File: src/rtl/vde_pkg.sv
// ============================================================================
// vde_pkg
// Shared types, constants and float32 arithmetic of the vector distance engine.
// ============================================================================
`default_nettype none

package vde_pkg;

    localparam int MAX_DIM     = 4096;
    localparam int CNT_W       = $clog2(MAX_DIM + 2);
    localparam int QUEUE_DEPTH = 4;
    localparam int QPTR_W      = $clog2(QUEUE_DEPTH);
    localparam int SQRT_STEPS  = 25;
    localparam int DIV_STEPS   = 26;
    localparam int STEP_W      = $clog2(DIV_STEPS + 1);

    localparam logic [31:0] F_ONE     = 32'h3F80_0000;
    localparam logic [31:0] F_NEG_ONE = 32'hBF80_0000;
    localparam logic [31:0] F_EPS     = 32'h3400_0000;
    localparam logic [31:0] F_NAN     = 32'h7FC0_0000;
    localparam logic [30:0] F_INF_MAG = 31'h7F80_0000;

    localparam logic [2:0] MET_NEG_DOT = 3'd0;
    localparam logic [2:0] MET_L2_SQ   = 3'd1;
    localparam logic [2:0] MET_L2      = 3'd2;
    localparam logic [2:0] MET_COSINE  = 3'd3;
    localparam logic [2:0] MET_L1      = 3'd4;
    localparam logic [2:0] MET_HAMMING = 3'd5;
    localparam logic [2:0] METRIC_RST  = MET_L2_SQ;

    typedef struct packed {
        logic [31:0] a_value;
        logic [31:0] b_value;
        logic        last;
        logic [2:0]  metric;
        logic        neq;
    } vde_item_t;

    typedef enum logic {
        OP_SQRT,
        OP_DIV
    } vde_iter_op_t;

    typedef struct packed {
        logic         start;
        vde_iter_op_t op;
        logic [31:0]  x;
        logic [31:0]  y;
    } vde_iter_req_t;

    typedef struct packed {
        logic        done;
        logic [31:0] result;
    } vde_iter_rsp_t;

    typedef enum logic [1:0] {
        IT_IDLE,
        IT_NORM,
        IT_RUN,
        IT_RND
    } vde_iter_state_t;

    typedef enum logic [3:0] {
        BK_IDLE,
        BK_C0,
        BK_C1,
        BK_C2,
        BK_C3,
        BK_FIN,
        BK_WSQ,
        BK_WSA,
        BK_WSB,
        BK_CHK,
        BK_WDV,
        BK_OUT
    } vde_back_state_t;

    function automatic logic is_nan(input logic [31:0] v);
        return (v[30:23] == 8'hFF) && (v[22:0] != 23'd0);
    endfunction

    // value = m * 2^(e - 150), rounded to nearest even
    function automatic logic [31:0] fp_round(input logic sgn, input logic signed [12:0] e,
                                             input logic [49:0] m);
        logic [5:0]         p;
        logic signed [12:0] be;
        logic signed [12:0] s;
        logic [63:0]        mw;
        logic [63:0]        mask;
        logic [23:0]        mant;
        logic               g;
        logic               st;
        logic [24:0]        mr;
        logic [12:0]        eb;
        logic [37:0]        tot;
        logic [31:0]        r;
        begin
            p = '0;
            for (int i = 0; i < 50; i++) begin
                if (m[i]) begin
                    p = 6'(i);
                end
            end
            be = e + $signed({7'b0, p}) - 13'sd23;
            s  = (be >= 13'sd1) ? ($signed({7'b0, p}) - 13'sd23) : (13'sd1 - e);
            mw = {14'b0, m};
            if (s <= 13'sd0) begin
                mw   = mw << 6'(-s);
                mant = mw[23:0];
                g    = 1'b0;
                st   = 1'b0;
            end else begin
                if (s > 13'sd63) begin
                    s = 13'sd63;
                end
                mask = (64'd1 << s[5:0]) - 64'd1;
                mant = 24'(mw >> s[5:0]);
                g    = |(mw & mask & ~(mask >> 1));
                st   = |(mw & (mask >> 1));
            end
            mr  = {1'b0, mant} + 25'(g & (st | mant[0]));
            eb  = (be >= 13'sd1) ? 13'(be - 13'sd1) : 13'd0;
            tot = {2'b0, eb, 23'b0} + {13'b0, mr};
            if (m == 50'd0) begin
                r = {sgn, 31'd0};
            end else if (tot >= {7'b0, F_INF_MAG}) begin
                r = {sgn, F_INF_MAG};
            end else begin
                r = {sgn, tot[30:0]};
            end
            return r;
        end
    endfunction

    function automatic logic [31:0] fp_mul(input logic [31:0] a, input logic [31:0] b);
        logic        sg;
        logic        inf_a;
        logic        inf_b;
        logic        zero_a;
        logic        zero_b;
        logic [7:0]  ea;
        logic [7:0]  eb;
        logic [23:0] ma;
        logic [23:0] mb;
        logic [47:0] pr;
        logic [31:0] r;
        begin
            sg     = a[31] ^ b[31];
            inf_a  = (a[30:0] == F_INF_MAG);
            inf_b  = (b[30:0] == F_INF_MAG);
            zero_a = (a[30:0] == 31'd0);
            zero_b = (b[30:0] == 31'd0);
            ea     = (a[30:23] == 8'd0) ? 8'd1 : a[30:23];
            eb     = (b[30:23] == 8'd0) ? 8'd1 : b[30:23];
            ma     = {a[30:23] != 8'd0, a[22:0]};
            mb     = {b[30:23] != 8'd0, b[22:0]};
            pr     = ma * mb;
            if (is_nan(a) || is_nan(b) || (inf_a && zero_b) || (inf_b && zero_a)) begin
                r = F_NAN;
            end else if (inf_a || inf_b) begin
                r = {sg, F_INF_MAG};
            end else begin
                r = fp_round(sg, $signed({5'b0, ea}) + $signed({5'b0, eb}) - 13'sd150,
                             {2'b0, pr});
            end
            return r;
        end
    endfunction

    function automatic logic [31:0] fp_add(input logic [31:0] a, input logic [31:0] b);
        logic [31:0] x;
        logic [31:0] y;
        logic [7:0]  ex;
        logic [7:0]  ey;
        logic [7:0]  d;
        logic [26:0] xm;
        logic [26:0] yw;
        logic [26:0] ys;
        logic        st;
        logic [27:0] sum;
        logic [31:0] r;
        begin
            if (b[30:0] > a[30:0]) begin
                x = b;
                y = a;
            end else begin
                x = a;
                y = b;
            end
            ex = (x[30:23] == 8'd0) ? 8'd1 : x[30:23];
            ey = (y[30:23] == 8'd0) ? 8'd1 : y[30:23];
            d  = ex - ey;
            xm = {x[30:23] != 8'd0, x[22:0], 3'b0};
            yw = {y[30:23] != 8'd0, y[22:0], 3'b0};
            if (d >= 8'd27) begin
                ys = '0;
                st = (yw != 27'd0);
            end else begin
                ys = yw >> d;
                st = |(yw & ((27'd1 << d) - 27'd1));
            end
            ys  = ys | {26'b0, st};
            sum = (x[31] == y[31]) ? ({1'b0, xm} + {1'b0, ys}) : ({1'b0, xm} - {1'b0, ys});
            if (is_nan(a) || is_nan(b)) begin
                r = F_NAN;
            end else if (x[30:0] == F_INF_MAG) begin
                r = ((y[30:0] == F_INF_MAG) && (x[31] != y[31])) ? F_NAN : x;
            end else if (sum == 28'd0) begin
                r = {x[31] & y[31], 31'd0};
            end else begin
                r = fp_round(x[31], $signed({5'b0, ex}) - 13'sd3, {22'b0, sum});
            end
            return r;
        end
    endfunction

endpackage

`default_nettype wire

File: src/rtl/vde_if.sv
// ============================================================================
// vde_if
// Item channels of the vector distance engine: element pairs in, distances out.
// ============================================================================
`default_nettype none

interface vde_in_if;
    logic        valid;
    logic        ready;
    logic [31:0] a_value;
    logic [31:0] b_value;
    logic        last;
    modport source (output valid, output a_value, output b_value, output last, input ready);
    modport sink (input valid, input a_value, input b_value, input last, output ready);
endinterface


`default_nettype wire

File: src/rtl/vde_front.sv
// ============================================================================
// vde_front
// Accepts element pairs, tags each with metric and mismatch, and queues them.
// ============================================================================
`default_nettype none

module vde_front
    import vde_pkg::*;
(
    input  wire logic      clk,
    input  wire logic      rst_n,
    vde_in_if.sink         in_ch,
    input  wire logic [2:0] metric,
    output vde_item_t      item,
    output logic           item_valid,
    input  wire logic      item_pop
);

    vde_item_t            queue_reg [QUEUE_DEPTH];
    logic [QPTR_W-1:0]    wr_ptr_reg;
    logic [QPTR_W-1:0]    wr_ptr_next;
    logic [QPTR_W-1:0]    rd_ptr_reg;
    logic [QPTR_W-1:0]    rd_ptr_next;
    logic [QPTR_W:0]      count_reg;
    logic [QPTR_W:0]      count_next;
    logic                 push;
    logic                 pop;
    logic                 equal;
    vde_item_t            new_item;

    assign in_ch.ready = (count_reg != (QPTR_W+1)'(QUEUE_DEPTH));
    assign push        = in_ch.valid && in_ch.ready;
    assign pop         = item_pop && item_valid;
    assign item_valid  = (count_reg != '0);
    assign item        = queue_reg[rd_ptr_reg];

    assign equal = !is_nan(in_ch.a_value) && !is_nan(in_ch.b_value)
                   && ((in_ch.a_value == in_ch.b_value)
                       || ((in_ch.a_value[30:0] == 31'd0) && (in_ch.b_value[30:0] == 31'd0)));

    always_comb
    begin
        new_item.a_value = in_ch.a_value;
        new_item.b_value = in_ch.b_value;
        new_item.last    = in_ch.last;
        new_item.metric  = metric;
        new_item.neq     = !equal;
        wr_ptr_next      = push ? wr_ptr_reg + 1'b1 : wr_ptr_reg;
        rd_ptr_next      = pop ? rd_ptr_reg + 1'b1 : rd_ptr_reg;
        count_next       = count_reg + (QPTR_W+1)'(push) - (QPTR_W+1)'(pop);
    end

    always_ff @(posedge clk or negedge rst_n)
    begin
        if (!rst_n)
        begin
            wr_ptr_reg <= '0;
            rd_ptr_reg <= '0;
            count_reg  <= '0;
        end
        else
        begin
            wr_ptr_reg <= wr_ptr_next;
            rd_ptr_reg <= rd_ptr_next;
            count_reg  <= count_next;
        end
    end

    always_ff @(posedge clk)
    begin
        if (push)
        begin
            queue_reg[wr_ptr_reg] <= new_item;
        end
    end

endmodule

`default_nettype wire

File: src/flat_wrapper.sv
// flat-port wrapper written by rule: the top's interface ports become plain ports
module vde_front_flat import vde_pkg::*;
  (clk, rst_n, metric, item, item_valid, item_pop, in_ch_valid, in_ch_a_value, in_ch_b_value, in_ch_last, in_ch_ready);
  vde_in_if in_ch_i ();
  input  wire logic clk;
  input  wire logic rst_n;
  input  wire logic [2:0] metric;
  output vde_item_t item;
  output logic item_valid;
  input  wire logic item_pop;
  input wire logic [$bits(in_ch_i.valid)-1:0] in_ch_valid;
  input wire logic [$bits(in_ch_i.a_value)-1:0] in_ch_a_value;
  input wire logic [$bits(in_ch_i.b_value)-1:0] in_ch_b_value;
  input wire logic [$bits(in_ch_i.last)-1:0] in_ch_last;
  output wire logic [$bits(in_ch_i.ready)-1:0] in_ch_ready;
  assign in_ch_i.valid = in_ch_valid;
  assign in_ch_i.a_value = in_ch_a_value;
  assign in_ch_i.b_value = in_ch_b_value;
  assign in_ch_i.last = in_ch_last;
  assign in_ch_ready = in_ch_i.ready;
  vde_front u_core (.clk(clk), .rst_n(rst_n), .in_ch(in_ch_i), .metric(metric), .item(item), .item_valid(item_valid), .item_pop(item_pop));
endmodule
File: config.mk
export PLATFORM = sky130hd
export DESIGN_NAME = vde_front_flat
export DESIGN_NICKNAME = d
export VERILOG_FILES = /design/src/rtl/vde_pkg.sv /design/src/rtl/vde_if.sv /design/src/rtl/vde_front.sv /design/src/flat_wrapper.sv
export SDC_FILE = /design/constraint.sdc
export NUM_CORES = 1
export LEC_CHECK = 0
export ABC_AREA = 0
export BUFFER_PORTS_ARGS = -buffer_cell sky130_fd_sc_hd__buf_2
export CELL_PAD_IN_SITES_DETAIL_PLACEMENT = 1
export CELL_PAD_IN_SITES_GLOBAL_PLACEMENT = 1
export CORE_AREA = 2 2 144 146
export CTS_BUF_LIST = sky130_fd_sc_hd__clkbuf_2 sky130_fd_sc_hd__clkbuf_4 sky130_fd_sc_hd__clkbuf_8
export CTS_CLUSTER_DIAMETER = 60
export DETAILED_ROUTE_END_ITERATION = 16
export DIE_AREA = 0 0 146 148
export PLACE_DENSITY = 0.92
export SKIP_LAST_GASP = 1
export SLEW_MARGIN = 25
export SYNTH_ARGS = -nofsm -noshare
export SYNTH_HDL_FRONTEND = slang
export SYNTH_SLANG_ARGS = --single-unit
File: constraint.sdc
create_clock -name clk -period 7.7 [get_ports clk]
set_clock_uncertainty 0.05 [all_clocks]
set_input_delay 1.155 -clock clk [delete_from_list [all_inputs] [get_ports clk]]
set_output_delay 1.155 -clock clk [all_outputs]
set_load 0.03 [all_outputs]
After elaboration in Yosys (flattened, before gate mapping)

Memories as Yosys holds them, arrays and structs flattened.
Index checks and enable logic that the tools add are counted.

Add/subtract/negate cells: 4
Equal/unequal tests: 4
Mux-type cells: 2
Reductions and logical operators: 16

Operator list:

| kind                                          | count |
|---|---|
| zero test 31 bit                              | 2 |
| nonzero test 23 bit                           | 2 |
| equality test 32 bit                          | 1 |
| equality test 8 bit (second input constant)   | 2 |
| logical AND 1 bit                             | 7 |
| adder 2 x 1 -> 2 bit (second input constant)  | 2 |
| adder 3 x 1 -> 3 bit                          | 1 |
| zero test 1 bit                               | 3 |
| inequality test 3 bit (second input constant) | 1 |
| nonzero test 3 bit                            | 1 |
| subtractor 3 x 1 -> 3 bit                     | 1 |
| two-way mux 1 bit                             | 2 |
| logical OR 1 bit                              | 1 |

Flip-flop bits (word level): 7
RAM bits: 276
Bits of input ports: 72
Logic and storage cells: 30
Memories kept: 1

Memories:

| memory           | depth | width | read ports | clocked after Yosys merged registers in | wr ports | line            | RTL |
|---|---|---|---|---|---|---|---|
| u_core.queue_reg | 4     | 69    | 1          | 0                                       | 1        | vde_front.sv:19 | `vde_item_t queue_reg [QUEUE_DEPTH];` |

Logic depth before layout (Yosys ltp)

Word-level depth: 6
Depth in mapped cells: 9
Mapped depth without buffers: 9

Least setup slack after synthesis

Ideal clock, no wire load.

Path kind: input -> register
Start point: in in_ch_valid
End point: mem u_core.queue_reg[0][0] (netlist bit) (enable)
Setup time: 0.435 ns
Data arrival time: 2.812 ns
Required time: 7.215 ns
Slack: 4.403 ns
Stages on the path: 1
Cells stage by stage: and3_1

Longest elaborated chain between the ends: 3

Ends and longest elaborated chain:

| item                                    | line               | RTL |
|---|---|---|
| from (decl)                             | flat_wrapper.sv:11 | `input wire logic [$bits(in_ch_i.valid)-1:0] in_ch_valid;` |
| logical AND 1 bit                       | vde_front.sv:32    | `assign push = in_ch.valid && in_ch.ready;` |
| two-way mux 1 bit                       | vde_front.sv:71    | `if (push)` |
| two-way mux 1 bit (implied by the code) | vde_front.sv:73    | `queue_reg[wr_ptr_reg] <= new_item;` |
| to (decl)                               | vde_front.sv:19    |  |

No other way between the ends.

==> impl_metrics.yaml <==
outcome:
  status: "completed"
placed_design:
  dp_worst_setup_slack_ns: 3.96
  dp_hpwl_mm: 15.8
  dp_cells: 866
  place_congestion: 0.764
  portBuffers: 142
layout:
  drive_gt1_share_pct: 43.0
  layout.nets: 727
  fillers: 1733
  register_area_um2: 8470
  syn_to_final_growth_pct: 18.5
  multi_input_area_um2: 2290
  largest_reg_flops: 276
  fin_cells: 957
power:
  power_density_nw_per_um2: 403
  p_switching_mw: 1.82
  seqPwrFrac_pct: 42.1
  p_sw_share_pct: 35.1
  intPower_mw: 3.36
  p_comb_share_pct: 34.1
  p_leak_nw: 4.34
  peakVddDrop_v: 0.000182
  clkPwrFrac_pct: 23.8
  p_total_mw: 5.18
clocking:
  cts_hold_buf: 0
  numClockSinks: 283
  cts_resized: 0
  cts_buffers: 45
  cts_tree: "built"
  htree_levels: 2
  cts_setup_buffers: 0
  cts.clk_slew.worst_paths_ns: 0.07
  cts_root_buf: "clkbuf_8"
  clockBufferDepth: 3
  clock_latency_ns: 0.54
flow_run:
  drv_cap: 0
critical_path:
  crit_family: "buffers and inverters"
  slowest_stage: "dfrtp_4"
  crit_start: "u_core.rd_ptr_reg[0]"
  crit_path_end_kind: "primary output"
  crit_path_max_fanout: 51
  rr_startpoint: "u_core.count_reg[2]"
  crit_arrival_ns: 2.79
  path_cells: "buf_6 > mux4_2 > buf_2"
  path_buf_inv: 2
  startpoint_type: "flop"
  critPathKind: "reg2out"
  critPathMaxStageDelay_ns: 0.71
  cp.required_ns: 6.49
timing:
  final.setup.tns_ns: 0
  slew_headroom_pct: 50.6
  setup_slack_ns: 3.71
  hold_violations: 0
  fin_crit_ns: 3.99
  maxClockFrequency_mhz: 250
  hold_slack_ns: 0.392
  tightest_slew_ns: 0.741
  fin_crit_sh_pct: 51.9
  finalSetupViolCount: 0
  rsz0062_at_grt: "no"
  maxSlewViolCount: 0
yosys:
  synth-edff-count: 276
  seq_area_frac_synth_pct: 78.0
  synth.area.top_cells: "edfxtp_1 (76%), mux4_2 (14%), xnor2_1 (2.9%)"
  synthCells: 469
  ys.flop_type: "edfxtp_1"
  synth.ff_latch_count: 283
  synth_most_common_cell: "edfxtp_1"
  ys_types: 24
  syn_avg_cell_area_um2: 23.1
  synth_top_cell_area_share_pct: 76.4
  synth_area_um2: 10800
  syn_nets: 548
  ys_warn_count: 0
  yosys.area.top_type: "edfxtp_1"
  ys_async_sr_fraction_pct: 2.47
  synth_common_cells: "edfxtp_1 (276), mux4_2 (69), xnor2_1 (36)"
routing:
  ant_nets: 0
  drc: 0
  routed_wl_mm: 25.1
  wl_per_cell_um: 26.3
  drtIter0Drc: 338
  dr.pass1.iters: 5
  via_per_inst: 5.80
  num_vias: 5551
floorplanning:
  core_area_um2: 20000
  die_x_um: 146
  floorplan.initialDensity_pct: 54.1
  die_area_um2: 21600
  rows: 52
  die_h_um: 148
  io_pins: 143
global_route:
  grt-ovfl-total: 0
  grt_max_degree: 71
  antenna_found_initial: 2
  grt_pass1_wl_mm: 37.8
  grt_pass1_vias: 6214
  grtUsageTotal_pct: 23.8
worst_hold_path:
  min_path_type: "in2async"
-- cell usage in the layout (no fill, tap or decap) --
cell        instances
dfrtp_1             5
buf_12              1
buf_16              4
nand3_1             2
xor2_1              1
buf_6               1
and3_4              4
and2_0              1
nor4_1             16
nor3_1              2
ha_1                6
nand2_1             6
and4_1              1
fa_1                1
clkbuf_8           46
mux4_2             69
bufinv_16           1
inv_1               6
nor2_1              2
nand4_1            12
o22ai_1             1
diode_2             3
xnor2_1            36
clkbuf_4           17
and2_1              1
o21ai_0             2
clkinvlp_4          2
edfxtp_1          276
dfrtp_4             2
or3_1               1
clkinv_2            5
buf_2             142
clkinv_1           12
-- layer usage --
| metal | vias to the layer above | GRT usage (%) | part of all wire (%) | wire length (um) |
|---|---|---|---|---|
| li1 | 2356 | - | - | - |
| met2 | 232 | 39.9 | 52 | 13000 |
| met5 | - | 0 | 0.052 | 13 |
| met1 | 2910 | 31.6 | 40 | 10000 |
| met3 | 51 | 4.94 | 6.1 | 1520 |
| met4 | 2 | 8.16 | 2.3 | 582 |
-- per-stage QoR --
step / util [%] / cell area, um2
finish: 64.1 / 12900
global route: 64.1 / 12800
CTS: 63.4 / 12700
detailed placement: 59.1 / 11800
global placement: 59.1 / 11800
floorplan: - / 10800
-- power by group through the flow --
stage               Combinational (mW)  Clock [mW]  Sequential, mW
floorplan                         1.33           0            2.12
global placement                  1.66           0            2.24
detailed placement                1.70           0            2.28
CTS                               1.71        1.26            2.25
global route                      1.87        1.32            2.21
finish                            1.77        1.23            2.18
-- final cells by class --
cell class / count / share of cell area [%]
Sequential cell: 283 / 65.9
Multi-Input combinational cell: 164 / 17.8
Timing Repair Buffer: 148 / 6.63
Clock buffer: 63 / 5.92
Tap cell: 270 / 2.63
Clock inverter: 20 / 0.896
Inverter: 6 / 0.175
Antenna cell: 3 / 0.0584
-- path summary, 6_finish.rpt --
path	endpoint	slack (ns)	depth (start not counted)
max	item[60]	3.71	3
min	u_core.count_reg[2]	0.39	1
max reg2reg	u_core.count_reg[2]	5.23	9
min reg2reg	u_core.count_reg[2]	0.49	1
max in group asynchronous	u_core.rd_ptr_reg[0]	7.02	1
min in group clk	u_core.count_reg[2]	0.49	1
-- logic make-up (layout without fill, tap and decap cells) --
logic type / count (synthesis) / count (layout) / synth area share [%]
adder cells (fa/ha/maj): 7 / 7 / 0.877
other: 0 / 3 / 0
multiplexers: 69 / 69 / 14.3
AO/OA/AOI/OAI: 3 / 3 / 0.150
flip-flops: 283 / 283 / 78.0
AND/OR/NAND/NOR: 48 / 48 / 2.56
XOR/XNOR: 37 / 37 / 2.99
buffers and inverters: 22 / 237 / 1.05
Power figures use the tool's default switching activity.
