$ cat config.mk
export PLATFORM = sky130hd
export DESIGN_NAME = vde_back_flat
export DESIGN_NICKNAME = d
export VERILOG_FILES = /design/src/rtl/vde_pkg.sv /design/src/rtl/vde_if.sv /design/src/rtl/vde_back.sv /design/src/flat_wrapper.sv
export SDC_FILE = /design/constraint.sdc
export NUM_CORES = 2
export LEC_CHECK = 0
export BUFFER_PORTS_ARGS = -buffer_cell sky130_fd_sc_hd__buf_2
export CELL_PAD_IN_SITES_DETAIL_PLACEMENT = 0
export CELL_PAD_IN_SITES_GLOBAL_PLACEMENT = 1
export CORE_AREA = 5 5 425 427
export DETAILED_ROUTE_END_ITERATION = 8
export DIE_AREA = 0 0 430 432
export HOLD_SLACK_MARGIN = 0.05
export PLACE_DENSITY_LB_ADDON = 0.12
export SYNTH_ARGS = -nofsm -noshare
export SYNTH_HDL_FRONTEND = slang
export SYNTH_SLANG_ARGS = --single-unit
$ cat constraint.sdc
create_clock -name clk -period 47.4 [get_ports clk]
set_input_delay 4.74 -clock clk [delete_from_list [all_inputs] [get_ports clk]]
set_output_delay 4.74 -clock clk [all_outputs]
set_load 0.1 [all_outputs]
$ cat src/rtl/vde_pkg.sv
// ============================================================================
// vde_pkg
// Shared types, constants and float32 arithmetic of the vector distance engine.
// ============================================================================
`default_nettype none

package vde_pkg;

    localparam int MAX_DIM     = 4096;
    localparam int CNT_W       = $clog2(MAX_DIM + 2);
    localparam int QUEUE_DEPTH = 4;
    localparam int QPTR_W      = $clog2(QUEUE_DEPTH);
    localparam int SQRT_STEPS  = 25;
    localparam int DIV_STEPS   = 26;
    localparam int STEP_W      = $clog2(DIV_STEPS + 1);

    localparam logic [31:0] F_ONE     = 32'h3F80_0000;
    localparam logic [31:0] F_NEG_ONE = 32'hBF80_0000;
    localparam logic [31:0] F_EPS     = 32'h3400_0000;
    localparam logic [31:0] F_NAN     = 32'h7FC0_0000;
    localparam logic [30:0] F_INF_MAG = 31'h7F80_0000;

    localparam logic [2:0] MET_NEG_DOT = 3'd0;
    localparam logic [2:0] MET_L2_SQ   = 3'd1;
    localparam logic [2:0] MET_L2      = 3'd2;
    localparam logic [2:0] MET_COSINE  = 3'd3;
    localparam logic [2:0] MET_L1      = 3'd4;
    localparam logic [2:0] MET_HAMMING = 3'd5;
    localparam logic [2:0] METRIC_RST  = MET_L2_SQ;

    typedef struct packed {
        logic [31:0] a_value;
        logic [31:0] b_value;
        logic        last;
        logic [2:0]  metric;
        logic        neq;
    } vde_item_t;

    typedef enum logic {
        OP_SQRT,
        OP_DIV
    } vde_iter_op_t;

    typedef struct packed {
        logic         start;
        vde_iter_op_t op;
        logic [31:0]  x;
        logic [31:0]  y;
    } vde_iter_req_t;

    typedef struct packed {
        logic        done;
        logic [31:0] result;
    } vde_iter_rsp_t;

    typedef enum logic [1:0] {
        IT_IDLE,
        IT_NORM,
        IT_RUN,
        IT_RND
    } vde_iter_state_t;

    typedef enum logic [3:0] {
        BK_IDLE,
        BK_C0,
        BK_C1,
        BK_C2,
        BK_C3,
        BK_FIN,
        BK_WSQ,
        BK_WSA,
        BK_WSB,
        BK_CHK,
        BK_WDV,
        BK_OUT
    } vde_back_state_t;

    function automatic logic is_nan(input logic [31:0] v);
        return (v[30:23] == 8'hFF) && (v[22:0] != 23'd0);
    endfunction

    // value = m * 2^(e - 150), rounded to nearest even
    function automatic logic [31:0] fp_round(input logic sgn, input logic signed [12:0] e,
                                             input logic [49:0] m);
        logic [5:0]         p;
        logic signed [12:0] be;
        logic signed [12:0] s;
        logic [63:0]        mw;
        logic [63:0]        mask;
        logic [23:0]        mant;
        logic               g;
        logic               st;
        logic [24:0]        mr;
        logic [12:0]        eb;
        logic [37:0]        tot;
        logic [31:0]        r;
        begin
            p = '0;
            for (int i = 0; i < 50; i++) begin
                if (m[i]) begin
                    p = 6'(i);
                end
            end
            be = e + $signed({7'b0, p}) - 13'sd23;
            s  = (be >= 13'sd1) ? ($signed({7'b0, p}) - 13'sd23) : (13'sd1 - e);
            mw = {14'b0, m};
            if (s <= 13'sd0) begin
                mw   = mw << 6'(-s);
                mant = mw[23:0];
                g    = 1'b0;
                st   = 1'b0;
            end else begin
                if (s > 13'sd63) begin
                    s = 13'sd63;
                end
                mask = (64'd1 << s[5:0]) - 64'd1;
                mant = 24'(mw >> s[5:0]);
                g    = |(mw & mask & ~(mask >> 1));
                st   = |(mw & (mask >> 1));
            end
            mr  = {1'b0, mant} + 25'(g & (st | mant[0]));
            eb  = (be >= 13'sd1) ? 13'(be - 13'sd1) : 13'd0;
            tot = {2'b0, eb, 23'b0} + {13'b0, mr};
            if (m == 50'd0) begin
                r = {sgn, 31'd0};
            end else if (tot >= {7'b0, F_INF_MAG}) begin
                r = {sgn, F_INF_MAG};
            end else begin
                r = {sgn, tot[30:0]};
            end
            return r;
        end
    endfunction

    function automatic logic [31:0] fp_mul(input logic [31:0] a, input logic [31:0] b);
        logic        sg;
        logic        inf_a;
        logic        inf_b;
        logic        zero_a;
        logic        zero_b;
        logic [7:0]  ea;
        logic [7:0]  eb;
        logic [23:0] ma;
        logic [23:0] mb;
        logic [47:0] pr;
        logic [31:0] r;
        begin
            sg     = a[31] ^ b[31];
            inf_a  = (a[30:0] == F_INF_MAG);
            inf_b  = (b[30:0] == F_INF_MAG);
            zero_a = (a[30:0] == 31'd0);
            zero_b = (b[30:0] == 31'd0);
            ea     = (a[30:23] == 8'd0) ? 8'd1 : a[30:23];
            eb     = (b[30:23] == 8'd0) ? 8'd1 : b[30:23];
            ma     = {a[30:23] != 8'd0, a[22:0]};
            mb     = {b[30:23] != 8'd0, b[22:0]};
            pr     = ma * mb;
            if (is_nan(a) || is_nan(b) || (inf_a && zero_b) || (inf_b && zero_a)) begin
                r = F_NAN;
            end else if (inf_a || inf_b) begin
                r = {sg, F_INF_MAG};
            end else begin
                r = fp_round(sg, $signed({5'b0, ea}) + $signed({5'b0, eb}) - 13'sd150,
                             {2'b0, pr});
            end
            return r;
        end
    endfunction

    function automatic logic [31:0] fp_add(input logic [31:0] a, input logic [31:0] b);
        logic [31:0] x;
        logic [31:0] y;
        logic [7:0]  ex;
        logic [7:0]  ey;
        logic [7:0]  d;
        logic [26:0] xm;
        logic [26:0] yw;
        logic [26:0] ys;
        logic        st;
        logic [27:0] sum;
        logic [31:0] r;
        begin
            if (b[30:0] > a[30:0]) begin
                x = b;
                y = a;
            end else begin
                x = a;
                y = b;
            end
            ex = (x[30:23] == 8'd0) ? 8'd1 : x[30:23];
            ey = (y[30:23] == 8'd0) ? 8'd1 : y[30:23];
            d  = ex - ey;
            xm = {x[30:23] != 8'd0, x[22:0], 3'b0};
            yw = {y[30:23] != 8'd0, y[22:0], 3'b0};
            if (d >= 8'd27) begin
                ys = '0;
                st = (yw != 27'd0);
            end else begin
                ys = yw >> d;
                st = |(yw & ((27'd1 << d) - 27'd1));
            end
            ys  = ys | {26'b0, st};
            sum = (x[31] == y[31]) ? ({1'b0, xm} + {1'b0, ys}) : ({1'b0, xm} - {1'b0, ys});
            if (is_nan(a) || is_nan(b)) begin
                r = F_NAN;
            end else if (x[30:0] == F_INF_MAG) begin
                r = ((y[30:0] == F_INF_MAG) && (x[31] != y[31])) ? F_NAN : x;
            end else if (sum == 28'd0) begin
                r = {x[31] & y[31], 31'd0};
            end else begin
                r = fp_round(x[31], $signed({5'b0, ex}) - 13'sd3, {22'b0, sum});
            end
            return r;
        end
    endfunction

endpackage

`default_nettype wire

$ cat src/rtl/vde_if.sv
// ============================================================================
// vde_if
// Item channels of the vector distance engine: element pairs in, distances out.
// ============================================================================
`default_nettype none


interface vde_out_if;
    logic        valid;
    logic        ready;
    logic [31:0] distance;
    logic        too_long;
    modport source (output valid, output distance, output too_long, input ready);
    modport sink (input valid, input distance, input too_long, output ready);
endinterface

`default_nettype wire

$ cat src/rtl/vde_back.sv
// ============================================================================
// vde_back
// Accumulates element pairs with one float multiplier and one float adder,
// finishes the selected distance and holds it in the output register.
// ============================================================================
`default_nettype none

module vde_back
    import vde_pkg::*;
(
    input  wire logic          clk,
    input  wire logic          rst_n,
    input  wire vde_item_t     item,
    input  wire logic          item_valid,
    output logic               item_pop,
    output vde_iter_req_t      iter_req,
    input  wire vde_iter_rsp_t iter_rsp,
    vde_out_if.source          out_ch
);

    vde_back_state_t  state_reg;
    vde_back_state_t  state_next;
    vde_item_t        cur_reg;
    vde_item_t        cur_next;
    logic [31:0]      na_reg;
    logic [31:0]      na_next;
    logic [31:0]      nb_reg;
    logic [31:0]      nb_next;
    logic [31:0]      main_reg;
    logic [31:0]      main_next;
    logic [CNT_W-1:0] mis_reg;
    logic [CNT_W-1:0] mis_next;
    logic [CNT_W-1:0] el_reg;
    logic [CNT_W-1:0] el_next;
    logic [31:0]      m_reg;
    logic [31:0]      m_next;
    logic [31:0]      d_reg;
    logic [31:0]      d_next;
    logic [31:0]      sa_reg;
    logic [31:0]      sa_next;
    logic [31:0]      res_reg;
    logic [31:0]      res_next;
    logic             out_valid_reg;
    logic             out_valid_next;
    logic [31:0]      dist_reg;
    logic [31:0]      dist_next;
    logic             too_long_reg;
    logic             too_long_next;

    logic [31:0]      mul_x;
    logic [31:0]      mul_y;
    logic [31:0]      add_x;
    logic [31:0]      add_y;
    logic [31:0]      mul_r;
    logic [31:0]      add_r;
    logic [31:0]      sim_c;
    logic             den_small;

    assign out_ch.valid    = out_valid_reg;
    assign out_ch.distance = dist_reg;
    assign out_ch.too_long = too_long_reg;

    assign mul_r = fp_mul(mul_x, mul_y);
    assign add_r = fp_add(add_x, add_y);

    assign den_small = !is_nan(m_reg) && (m_reg[31] || (m_reg[30:0] < F_EPS[30:0]));

    always_comb
    begin
        sim_c = iter_rsp.result;
        if (!is_nan(iter_rsp.result) && (iter_rsp.result[30:0] > F_ONE[30:0]))
        begin
            sim_c = iter_rsp.result[31] ? F_NEG_ONE : F_ONE;
        end
    end

    always_comb
    begin
        mul_x = '0;
        mul_y = '0;
        add_x = '0;
        add_y = '0;
        unique case (state_reg)
            BK_C0:
            begin
                mul_x = cur_reg.a_value;
                mul_y = cur_reg.a_value;
                add_x = cur_reg.a_value;
                add_y = {~cur_reg.b_value[31], cur_reg.b_value[30:0]};
            end
            BK_C1:
            begin
                mul_x = cur_reg.b_value;
                mul_y = cur_reg.b_value;
                add_x = na_reg;
                add_y = m_reg;
            end
            BK_C2:
            begin
                if ((cur_reg.metric == MET_NEG_DOT) || (cur_reg.metric == MET_COSINE))
                begin
                    mul_x = cur_reg.a_value;
                    mul_y = cur_reg.b_value;
                end
                else
                begin
                    mul_x = d_reg;
                    mul_y = d_reg;
                end
                add_x = nb_reg;
                add_y = m_reg;
            end
            BK_C3:
            begin
                add_x = main_reg;
                add_y = (cur_reg.metric == MET_L1) ? {1'b0, d_reg[30:0]} : m_reg;
            end
            BK_WSB:
            begin
                mul_x = sa_reg;
                mul_y = iter_rsp.result;
            end
            BK_WDV:
            begin
                add_x = F_ONE;
                add_y = {~sim_c[31], sim_c[30:0]};
            end
            default:
            begin
                mul_x = '0;
            end
        endcase
    end

    always_comb
    begin
        state_next     = state_reg;
        cur_next       = cur_reg;
        na_next        = na_reg;
        nb_next        = nb_reg;
        main_next      = main_reg;
        mis_next       = mis_reg;
        el_next        = el_reg;
        m_next         = m_reg;
        d_next         = d_reg;
        sa_next        = sa_reg;
        res_next       = res_reg;
        out_valid_next = out_valid_reg && !out_ch.ready;
        dist_next      = dist_reg;
        too_long_next  = too_long_reg;
        item_pop       = 1'b0;
        iter_req.start = 1'b0;
        iter_req.op    = OP_SQRT;
        iter_req.x     = main_reg;
        iter_req.y     = m_reg;
        unique case (state_reg)
            BK_IDLE:
            begin
                if (item_valid)
                begin
                    item_pop   = 1'b1;
                    cur_next   = item;
                    state_next = BK_C0;
                end
            end
            BK_C0:
            begin
                m_next = mul_r;
                d_next = add_r;
                if (cur_reg.neq && (mis_reg <= CNT_W'(MAX_DIM)))
                begin
                    mis_next = mis_reg + 1'b1;
                end
                if (el_reg <= CNT_W'(MAX_DIM))
                begin
                    el_next = el_reg + 1'b1;
                end
                state_next = BK_C1;
            end
            BK_C1:
            begin
                na_next    = add_r;
                m_next     = mul_r;
                state_next = BK_C2;
            end
            BK_C2:
            begin
                nb_next    = add_r;
                m_next     = mul_r;
                state_next = BK_C3;
            end
            BK_C3:
            begin
                if (cur_reg.metric <= MET_L1)
                begin
                    main_next = add_r;
                end
                state_next = cur_reg.last ? BK_FIN : BK_IDLE;
            end
            BK_FIN:
            begin
                state_next = BK_OUT;
                unique case (cur_reg.metric)
                    MET_NEG_DOT: res_next = {~main_reg[31], main_reg[30:0]};
                    MET_L2_SQ:   res_next = main_reg;
                    MET_L1:      res_next = main_reg;
                    MET_HAMMING: res_next = fp_round(1'b0, 13'sd150, 50'(mis_reg));
                    MET_L2:
                    begin
                        iter_req.start = 1'b1;
                        state_next     = BK_WSQ;
                    end
                    MET_COSINE:
                    begin
                        iter_req.start = 1'b1;
                        iter_req.x     = na_reg;
                        state_next     = BK_WSA;
                    end
                    default:     res_next = '0;
                endcase
            end
            BK_WSQ:
            begin
                if (iter_rsp.done)
                begin
                    res_next   = iter_rsp.result;
                    state_next = BK_OUT;
                end
            end
            BK_WSA:
            begin
                if (iter_rsp.done)
                begin
                    sa_next        = iter_rsp.result;
                    iter_req.start = 1'b1;
                    iter_req.x     = nb_reg;
                    state_next     = BK_WSB;
                end
            end
            BK_WSB:
            begin
                if (iter_rsp.done)
                begin
                    m_next     = mul_r;
                    state_next = BK_CHK;
                end
            end
            BK_CHK:
            begin
                if (den_small)
                begin
                    res_next   = F_ONE;
                    state_next = BK_OUT;
                end
                else
                begin
                    iter_req.start = 1'b1;
                    iter_req.op    = OP_DIV;
                    state_next     = BK_WDV;
                end
            end
            BK_WDV:
            begin
                if (iter_rsp.done)
                begin
                    res_next   = add_r;
                    state_next = BK_OUT;
                end
            end
            BK_OUT:
            begin
                if (!out_valid_reg || out_ch.ready)
                begin
                    out_valid_next = 1'b1;
                    dist_next      = is_nan(res_reg) ? F_NAN : res_reg;
                    too_long_next  = (el_reg > CNT_W'(MAX_DIM));
                    na_next        = '0;
                    nb_next        = '0;
                    main_next      = '0;
                    mis_next       = '0;
                    el_next        = '0;
                    state_next     = BK_IDLE;
                end
            end
            default:
            begin
                state_next = BK_IDLE;
            end
        endcase
    end

    always_ff @(posedge clk or negedge rst_n)
    begin
        if (!rst_n)
        begin
            state_reg     <= BK_IDLE;
            na_reg        <= '0;
            nb_reg        <= '0;
            main_reg      <= '0;
            mis_reg       <= '0;
            el_reg        <= '0;
            out_valid_reg <= 1'b0;
        end
        else
        begin
            state_reg     <= state_next;
            na_reg        <= na_next;
            nb_reg        <= nb_next;
            main_reg      <= main_next;
            mis_reg       <= mis_next;
            el_reg        <= el_next;
            out_valid_reg <= out_valid_next;
        end
    end

    always_ff @(posedge clk)
    begin
        cur_reg      <= cur_next;
        m_reg        <= m_next;
        d_reg        <= d_next;
        sa_reg       <= sa_next;
        res_reg      <= res_next;
        dist_reg     <= dist_next;
        too_long_reg <= too_long_next;
    end

endmodule

`default_nettype wire

$ cat src/flat_wrapper.sv
// flat-port wrapper written by rule: the top's interface ports become plain ports
module vde_back_flat import vde_pkg::*;
  (clk, rst_n, item, item_valid, item_pop, iter_req, iter_rsp, out_ch_valid, out_ch_distance, out_ch_too_long, out_ch_ready);
  vde_out_if out_ch_i ();
  input  wire logic clk;
  input  wire logic rst_n;
  input  wire vde_item_t item;
  input  wire logic item_valid;
  output logic item_pop;
  output vde_iter_req_t iter_req;
  input  wire vde_iter_rsp_t iter_rsp;
  output wire logic [$bits(out_ch_i.valid)-1:0] out_ch_valid;
  output wire logic [$bits(out_ch_i.distance)-1:0] out_ch_distance;
  output wire logic [$bits(out_ch_i.too_long)-1:0] out_ch_too_long;
  input wire logic [$bits(out_ch_i.ready)-1:0] out_ch_ready;
  assign out_ch_valid = out_ch_i.valid;
  assign out_ch_distance = out_ch_i.distance;
  assign out_ch_too_long = out_ch_i.too_long;
  assign out_ch_i.ready = out_ch_ready;
  vde_back u_core (.clk(clk), .rst_n(rst_n), .item(item), .item_valid(item_valid), .item_pop(item_pop), .iter_req(iter_req), .iter_rsp(iter_rsp), .out_ch(out_ch_i));
endmodule
Word-level counts from Yosys, hierarchy flattened
Cells that the tools add are included.
Cells by class
  add/sub/neg operators: 35
  multiply operators: 1
  div/mod/pow operators: 0
  order comparisons: 20
  eq/ne operators: 41
  shift-type cells: 11
  multiplexer cells: 209
  bitwise logic cells: 25
  reduce and logical (&&, ||, !) cells: 78
Operators with widths (number)
  $mux 32: 20
  $pmux 32 s4: 5
  $reduce_or 64->1: 6
  $pmux 32 s2: 5
  $mux 24: 10
  $mux 6: 36
  $and 64x64->64: 3
  $not 63->64: 3
  $shl 1x6->64 const A: 3
  $sub 64x1->64 const B: 3
  $mux 31: 6
  $reduce_bool 23->1: 7
  $pmux 32 s5: 1
  $mux 5: 28
  $eq 31x31->1 const B: 4
  $mux 13: 9
  $ge 38x31->1 const B: 3
  $add 36x25->37: 3
  $mux 4: 26
  $add 24x25->25: 3
  $and 1x25->25: 3
  $and 13x64->64: 1
  $and 28x64->64: 1
  $and 48x64->64: 1
  85 further kinds: 230
Storage, ports and cells
  flip-flop bits (word level): 357
  latch bits: 0
  memory bits (writable): 0
  bits in read-only memories: 0
  input port bits: 106
  output and inout port bits: 101
  memories: 0

Depth between registers and ports, before layout
  depth in word-level cells: 82
  gate-level depth with buffers: 119
  gate-level depth less buffers: 106

Least setup slack after synthesis
No wires, ideal clock.
  path type: in2reg
  from: input port iter_rsp[2] (netlist bit)
  to: register u_core.d_reg[0], data pin
  setup time: 266 ps
  arrival: 25138 ps
  required time: 47134 ps
  slack: 21996 ps
  cell stages on the path: 98
  path buffers: 11
  path through: nor4_1 > nand4_1 > o2111ai_1 > o31ai_1 > a21boi_0 > inv_1 > ha_1 > nand4_1 > or3_1 > nor4_1 > o211ai_1 > o211ai_1 > buf_2 > buf_1 > clkbuf_1 > buf_1 > nand2_1 > o21ai_0 > [... 62 more ...] > nor2_1 > ha_1 > nand3b_1 > nor4_1 > inv_1 > fa_1 > nor2_1 > nand2_1 > nor2_1 > nand3b_1 > a21o_1 > a31oi_1 > a41o_1 > inv_1 > nand2_1 > clkbuf_1 > clkbuf_1 > nor2_1
Between the ends
  cells in the longest elaborated chain, start to end: 76
RTL lines
  start: declaration: line flat_wrapper.sv:11  | input wire vde_iter_rsp_t iter_rsp;
  parallel branches: the longest is 4 deep, another holds $gt 31x30->1
  $mux 32 (*): line vde_back.sv:71  | if (!is_nan(iter_rsp.result) && (iter_rsp.result[30:0] > F_ONE[30:0]))
  $pmux 32 s4 (*): line vde_back.sv:83  | unique case (state_reg)
  $gt 31x31->1: line vde_pkg.sv:183  | if (b[30:0] > a[30:0]) begin
  $mux 32: line vde_pkg.sv:183
  $logic_not 8->1 (on tied branches): line vde_pkg.sv:190, vde_pkg.sv:191
  $mux 8 (on tied branches): line vde_pkg.sv:190, vde_pkg.sv:191
  $sub 8x8->8: line vde_pkg.sv:192  | d = ex - ey;
  [... 58 more ...]
  $add 24x25->25: line vde_pkg.sv:121  | mr = {1'b0, mant} + 25'(g & (st | mant[0]));
  $add 36x25->37: line vde_pkg.sv:123  | tot = {2'b0, eb, 23'b0} + {13'b0, mr};
  $ge 38x31->1: line vde_pkg.sv:126  | end else if (tot >= {7'b0, F_INF_MAG}) begin
  $mux 31: line vde_pkg.sv:126
  $mux 32: line vde_pkg.sv:208  | end else if (sum == 28'd0) begin
  $mux 32: line vde_pkg.sv:206  | end else if (x[30:0] == F_INF_MAG) begin
  $mux 32 (*): line vde_pkg.sv:204  | if (is_nan(a) || is_nan(b)) begin
  net u_core.add_r[0]: line vde_back.sv:55  | logic [31:0] add_r;
  end signal: assignment: line vde_back.sv:320  | d_reg <= d_next;
  end: declaration: line vde_back.sv:37  | logic [31:0] d_reg;
Mark *: on every way through the listed nets, which the timed path passes. The select of a mux whose other input is x is not followed.
A chain may end at the register's enable or synchronous reset.

Final worst setup path
  from: input port iter_rsp[18] (netlist bit)
  to: register u_core.na_reg[14]
Between the ends
  cells in the longest elaborated chain, start to end: 77
RTL lines
  parallel branches: the longest is 4 deep, another holds $gt 31x30->1
  $mux 32 (*): line vde_back.sv:71
  $pmux 32 s4 (*): line vde_back.sv:83
  $gt 31x31->1: line vde_pkg.sv:183
  $mux 32: line vde_pkg.sv:183
  $logic_not 8->1 (on tied branches): line vde_pkg.sv:190, vde_pkg.sv:191
  $mux 8 (on tied branches): line vde_pkg.sv:190, vde_pkg.sv:191
  $sub 8x8->8: line vde_pkg.sv:192
  [... 58 more ...]
  $add 24x25->25: line vde_pkg.sv:121
  $add 36x25->37: line vde_pkg.sv:123
  $ge 38x31->1: line vde_pkg.sv:126
  $mux 31: line vde_pkg.sv:126
  $mux 32: line vde_pkg.sv:208
  $mux 32: line vde_pkg.sv:206
  $mux 32 (*): line vde_pkg.sv:204
  $pmux 32 s2 (*): line vde_back.sv:156  | unique case (state_reg)
  end signal: assignment: line vde_back.sv:307  | na_reg <= na_next;
  end: declaration: line vde_back.sv:25  | logic [31:0] na_reg;
Every way passes the cells marked *. The select of a mux whose other input is x is not followed.

==> flow_metrics.tcl <==
set metrics [dict create \
    post-route-period-util 0.674 \
    gp_congestion 1.01 \
    routed_wl_um 324000 \
    cts_root_buffer "clkbuf_16" \
    antenna_found_initial 28 \
    htree_levels 2 \
    area_delta_synth_final_pct 9.58 \
    fin_skew_ps 40.3 \
    drv_slew 0 \
    grt_use_total 0.334 \
    largest_reg_flops 69 \
    tightest_slew_ps 1410 \
    max-slew-margin-rel 0.0558 \
    die_w_um 430 \
    cts_tree "built" \
    avgSynthCellArea_um2 7.97 \
    setup_viol_count_final 0 \
    syn-instance-count 7703 \
    hold_buffers 0 \
    synth_top_area_frac 0.160 \
    maxCapViolCount 0 \
    cts_sinks 357 \
    synth_area_um2 61400 \
    synth.net_count 8642 \
    ys_seq_elements 357 \
    synthArstFlopShare 0.356 \
    grt_pass1_vias 61800 \
    cts_resized 0 \
    ys_types 127 \
    dp_hpwl_um 257000 \
    cts_buffer_depth 3 \
    rows 154 \
    r2r-start "u_core.state_reg[0]$_DFFE_PN0P_" \
    ys_seq_area_frac 0.164 \
    critPathCaptureType "register" \
    synth_edf_count 230 \
    slowest_stage "clkinv_1" \
    drive_gt1_frac 0.101 \
    synth_area_leaders "fa_1, edfxtp_1, ha_1, nand2_1, dfrtp_1" \
    fin_nets 8693 \
    hp-class "register to register" \
    final.setup.tns_ps 0 \
    drtAntennaViolNets 0 \
    viasPerCell 6.32 \
    critical_path_class "input port to register" \
    synth_top_area_cell "fa_1" \
    numCtsBuffers 44 \
    die_h_um 432 \
    grt_max_degree 73 \
    firstDrtPassIters 8 \
    cp-start-kind "input port" \
    dr_total_vias 64200 \
    rsz0062_at_grt "false" \
    slowest_delay_ps 790 \
    cts_setup_buffers 0 \
    synth.most_common_cell "nand2_1" \
    setup.worst_path.start "iter_rsp[18]" \
    min_from "u_core.res_reg[30]$_DFFE_PP_" \
    synth.top_cells.by_count "nand2_1, nor2_1, inv_1, fa_1, a21oi_1" \
    pin_count 207 \
    worstSkewPairLatency_ps 640 \
    outcome "finished clean" \
    finalCriticalPeriod_ps 31960 \
    wl_per_cell_um 31.9 \
    fmax_mhz 31.3 \
    port_buffers 206 \
    ys.flop_type "edfxtp_1" \
    cp_common_cell "nor2_1" \
    drtIter0Drc 8777 \
    yosys_warnings 0 \
    cp.required_ps 47840 \
    die_area_um2 186000 \
    finalHoldViolations 0 \
    start_util 0.349 \
    clkTransAtPathRegs_ps 60 \
    cp_max_fo 57 \
    drc 0 \
    grt_pass1_wl_um 460000 \
    grt-ovfl-total 0 \
    core_um2 176000 \
    worstPathArrival_ps 32400 \
]
==> cell type report <==
class / instances / area, um^2
Clock inverter: 31 / 389
Multi-Input combinational cell: 6210 / 47100
Fill cell: 18400 / 108000
Tap cell: 2340 / 2930
Antenna cell: 16 / 40.0
Sequential cell: 357 / 10100
Timing Repair Buffer: 465 / 2980
Inverter: 676 / 2540
Clock buffer: 51 / 1140
==> per-stage QoR <==
stage / instance area (um^2) / util / hold slack [ps] / cells / setup WS [ps]
CTS: 67200 / 0.382 / 449 / 10100 / 16030
global placement: 65700 / 0.374 / 437 / 10000 / 15930
finish: 67200 / 0.383 / 447 / 10100 / 15440
global route: 67200 / 0.383 / 456 / 10100 / 13680
floorplan: 61400 / - / 462 / 7703 / 22000
detailed placement: 65700 / 0.374 / 440 / 10000 / 15380
==> cell usage in the layout (no fill, tap or decap), types with 39 or more instances in the layout <==
cell type,n
ha_1,343
nand3_1,194
buf_4,259
nor2_1,770
o31ai_1,50
a211oi_1,101
o211ai_1,151
xnor2_1,131
nand4_1,104
a21oi_1,376
o21ai_1,55
o22ai_1,55
nor3_1,188
buf_2,205
nor2b_1,51
and2_1,133
nand2_1,973
fa_1,489
dfrtp_1,127
a21o_1,74
mux2_2,48
xor2_1,85
a22o_1,74
a222oi_1,83
inv_1,665
clkbuf_16,44
o21ai_0,351
nor4_1,88
or3_1,46
edfxtp_1,230
mux2i_1,173
o211a_1,39
nand2b_1,61
and3_1,48
a22oi_1,89
a31oi_1,65
==> logic make-up (layout without fill, tap and decap cells) <==
kind of cell,Yosys count,after routing,share of synthesized area
xor gates and xnor gates,228,228,0.0333
other,0,16,0
muxes,248,248,0.0468
buffers and inverters,1136,1223,0.0715
AOI/OAI and AO/OA,2063,2063,0.238
adders and majority gates,835,835,0.230
and+or+nand+nor,2836,2836,0.216
DFF,357,357,0.164
==> worst paths after layout <==
kind | endpoint | slack [ps] | depth (start not counted)
setup / recovery | u_core.na_reg[14]$_DFFE_PN0P_ | 15440 | 96
setup reg to reg | u_core.na_reg[14]$_DFFE_PN0P_ | 18920 | 95
hold / removal | u_core.out_ch.distance[30]$_SDFFCE_PP1P_ | 450 | 0
max in group asynchronous | u_core.state_reg[0]$_DFFE_PN0P_ | 41820 | 2
min in group asynchronous | u_core.na_reg[18]$_DFFE_PN0P_ | 4110 | 1
hold reg to reg | u_core.out_ch.distance[30]$_SDFFCE_PP1P_ | 450 | 0
==> critical path: cells and delay by family <==
| kind | cells | cell delay [ps] |
|---|---|---|
| mux | 1 | 260 |
| buf+inv | 13 | 3420 |
| simple gates | 34 | 8480 |
| compound gates | 38 | 11810 |
| fa+ha+maj | 10 | 3550 |
==> layer usage <==
layer,GRT usage,share of wire,vias up
met5,0,0.00013,-
met4,0.167,0.062,6
met3,0.0533,0.083,753
met2,0.516,0.44,3467
met1,0.454,0.42,32100
li1,-,-,27800
Power is not shown: default switching activity piles up to over one toggle a cycle in this logic, so the estimate is an artifact.
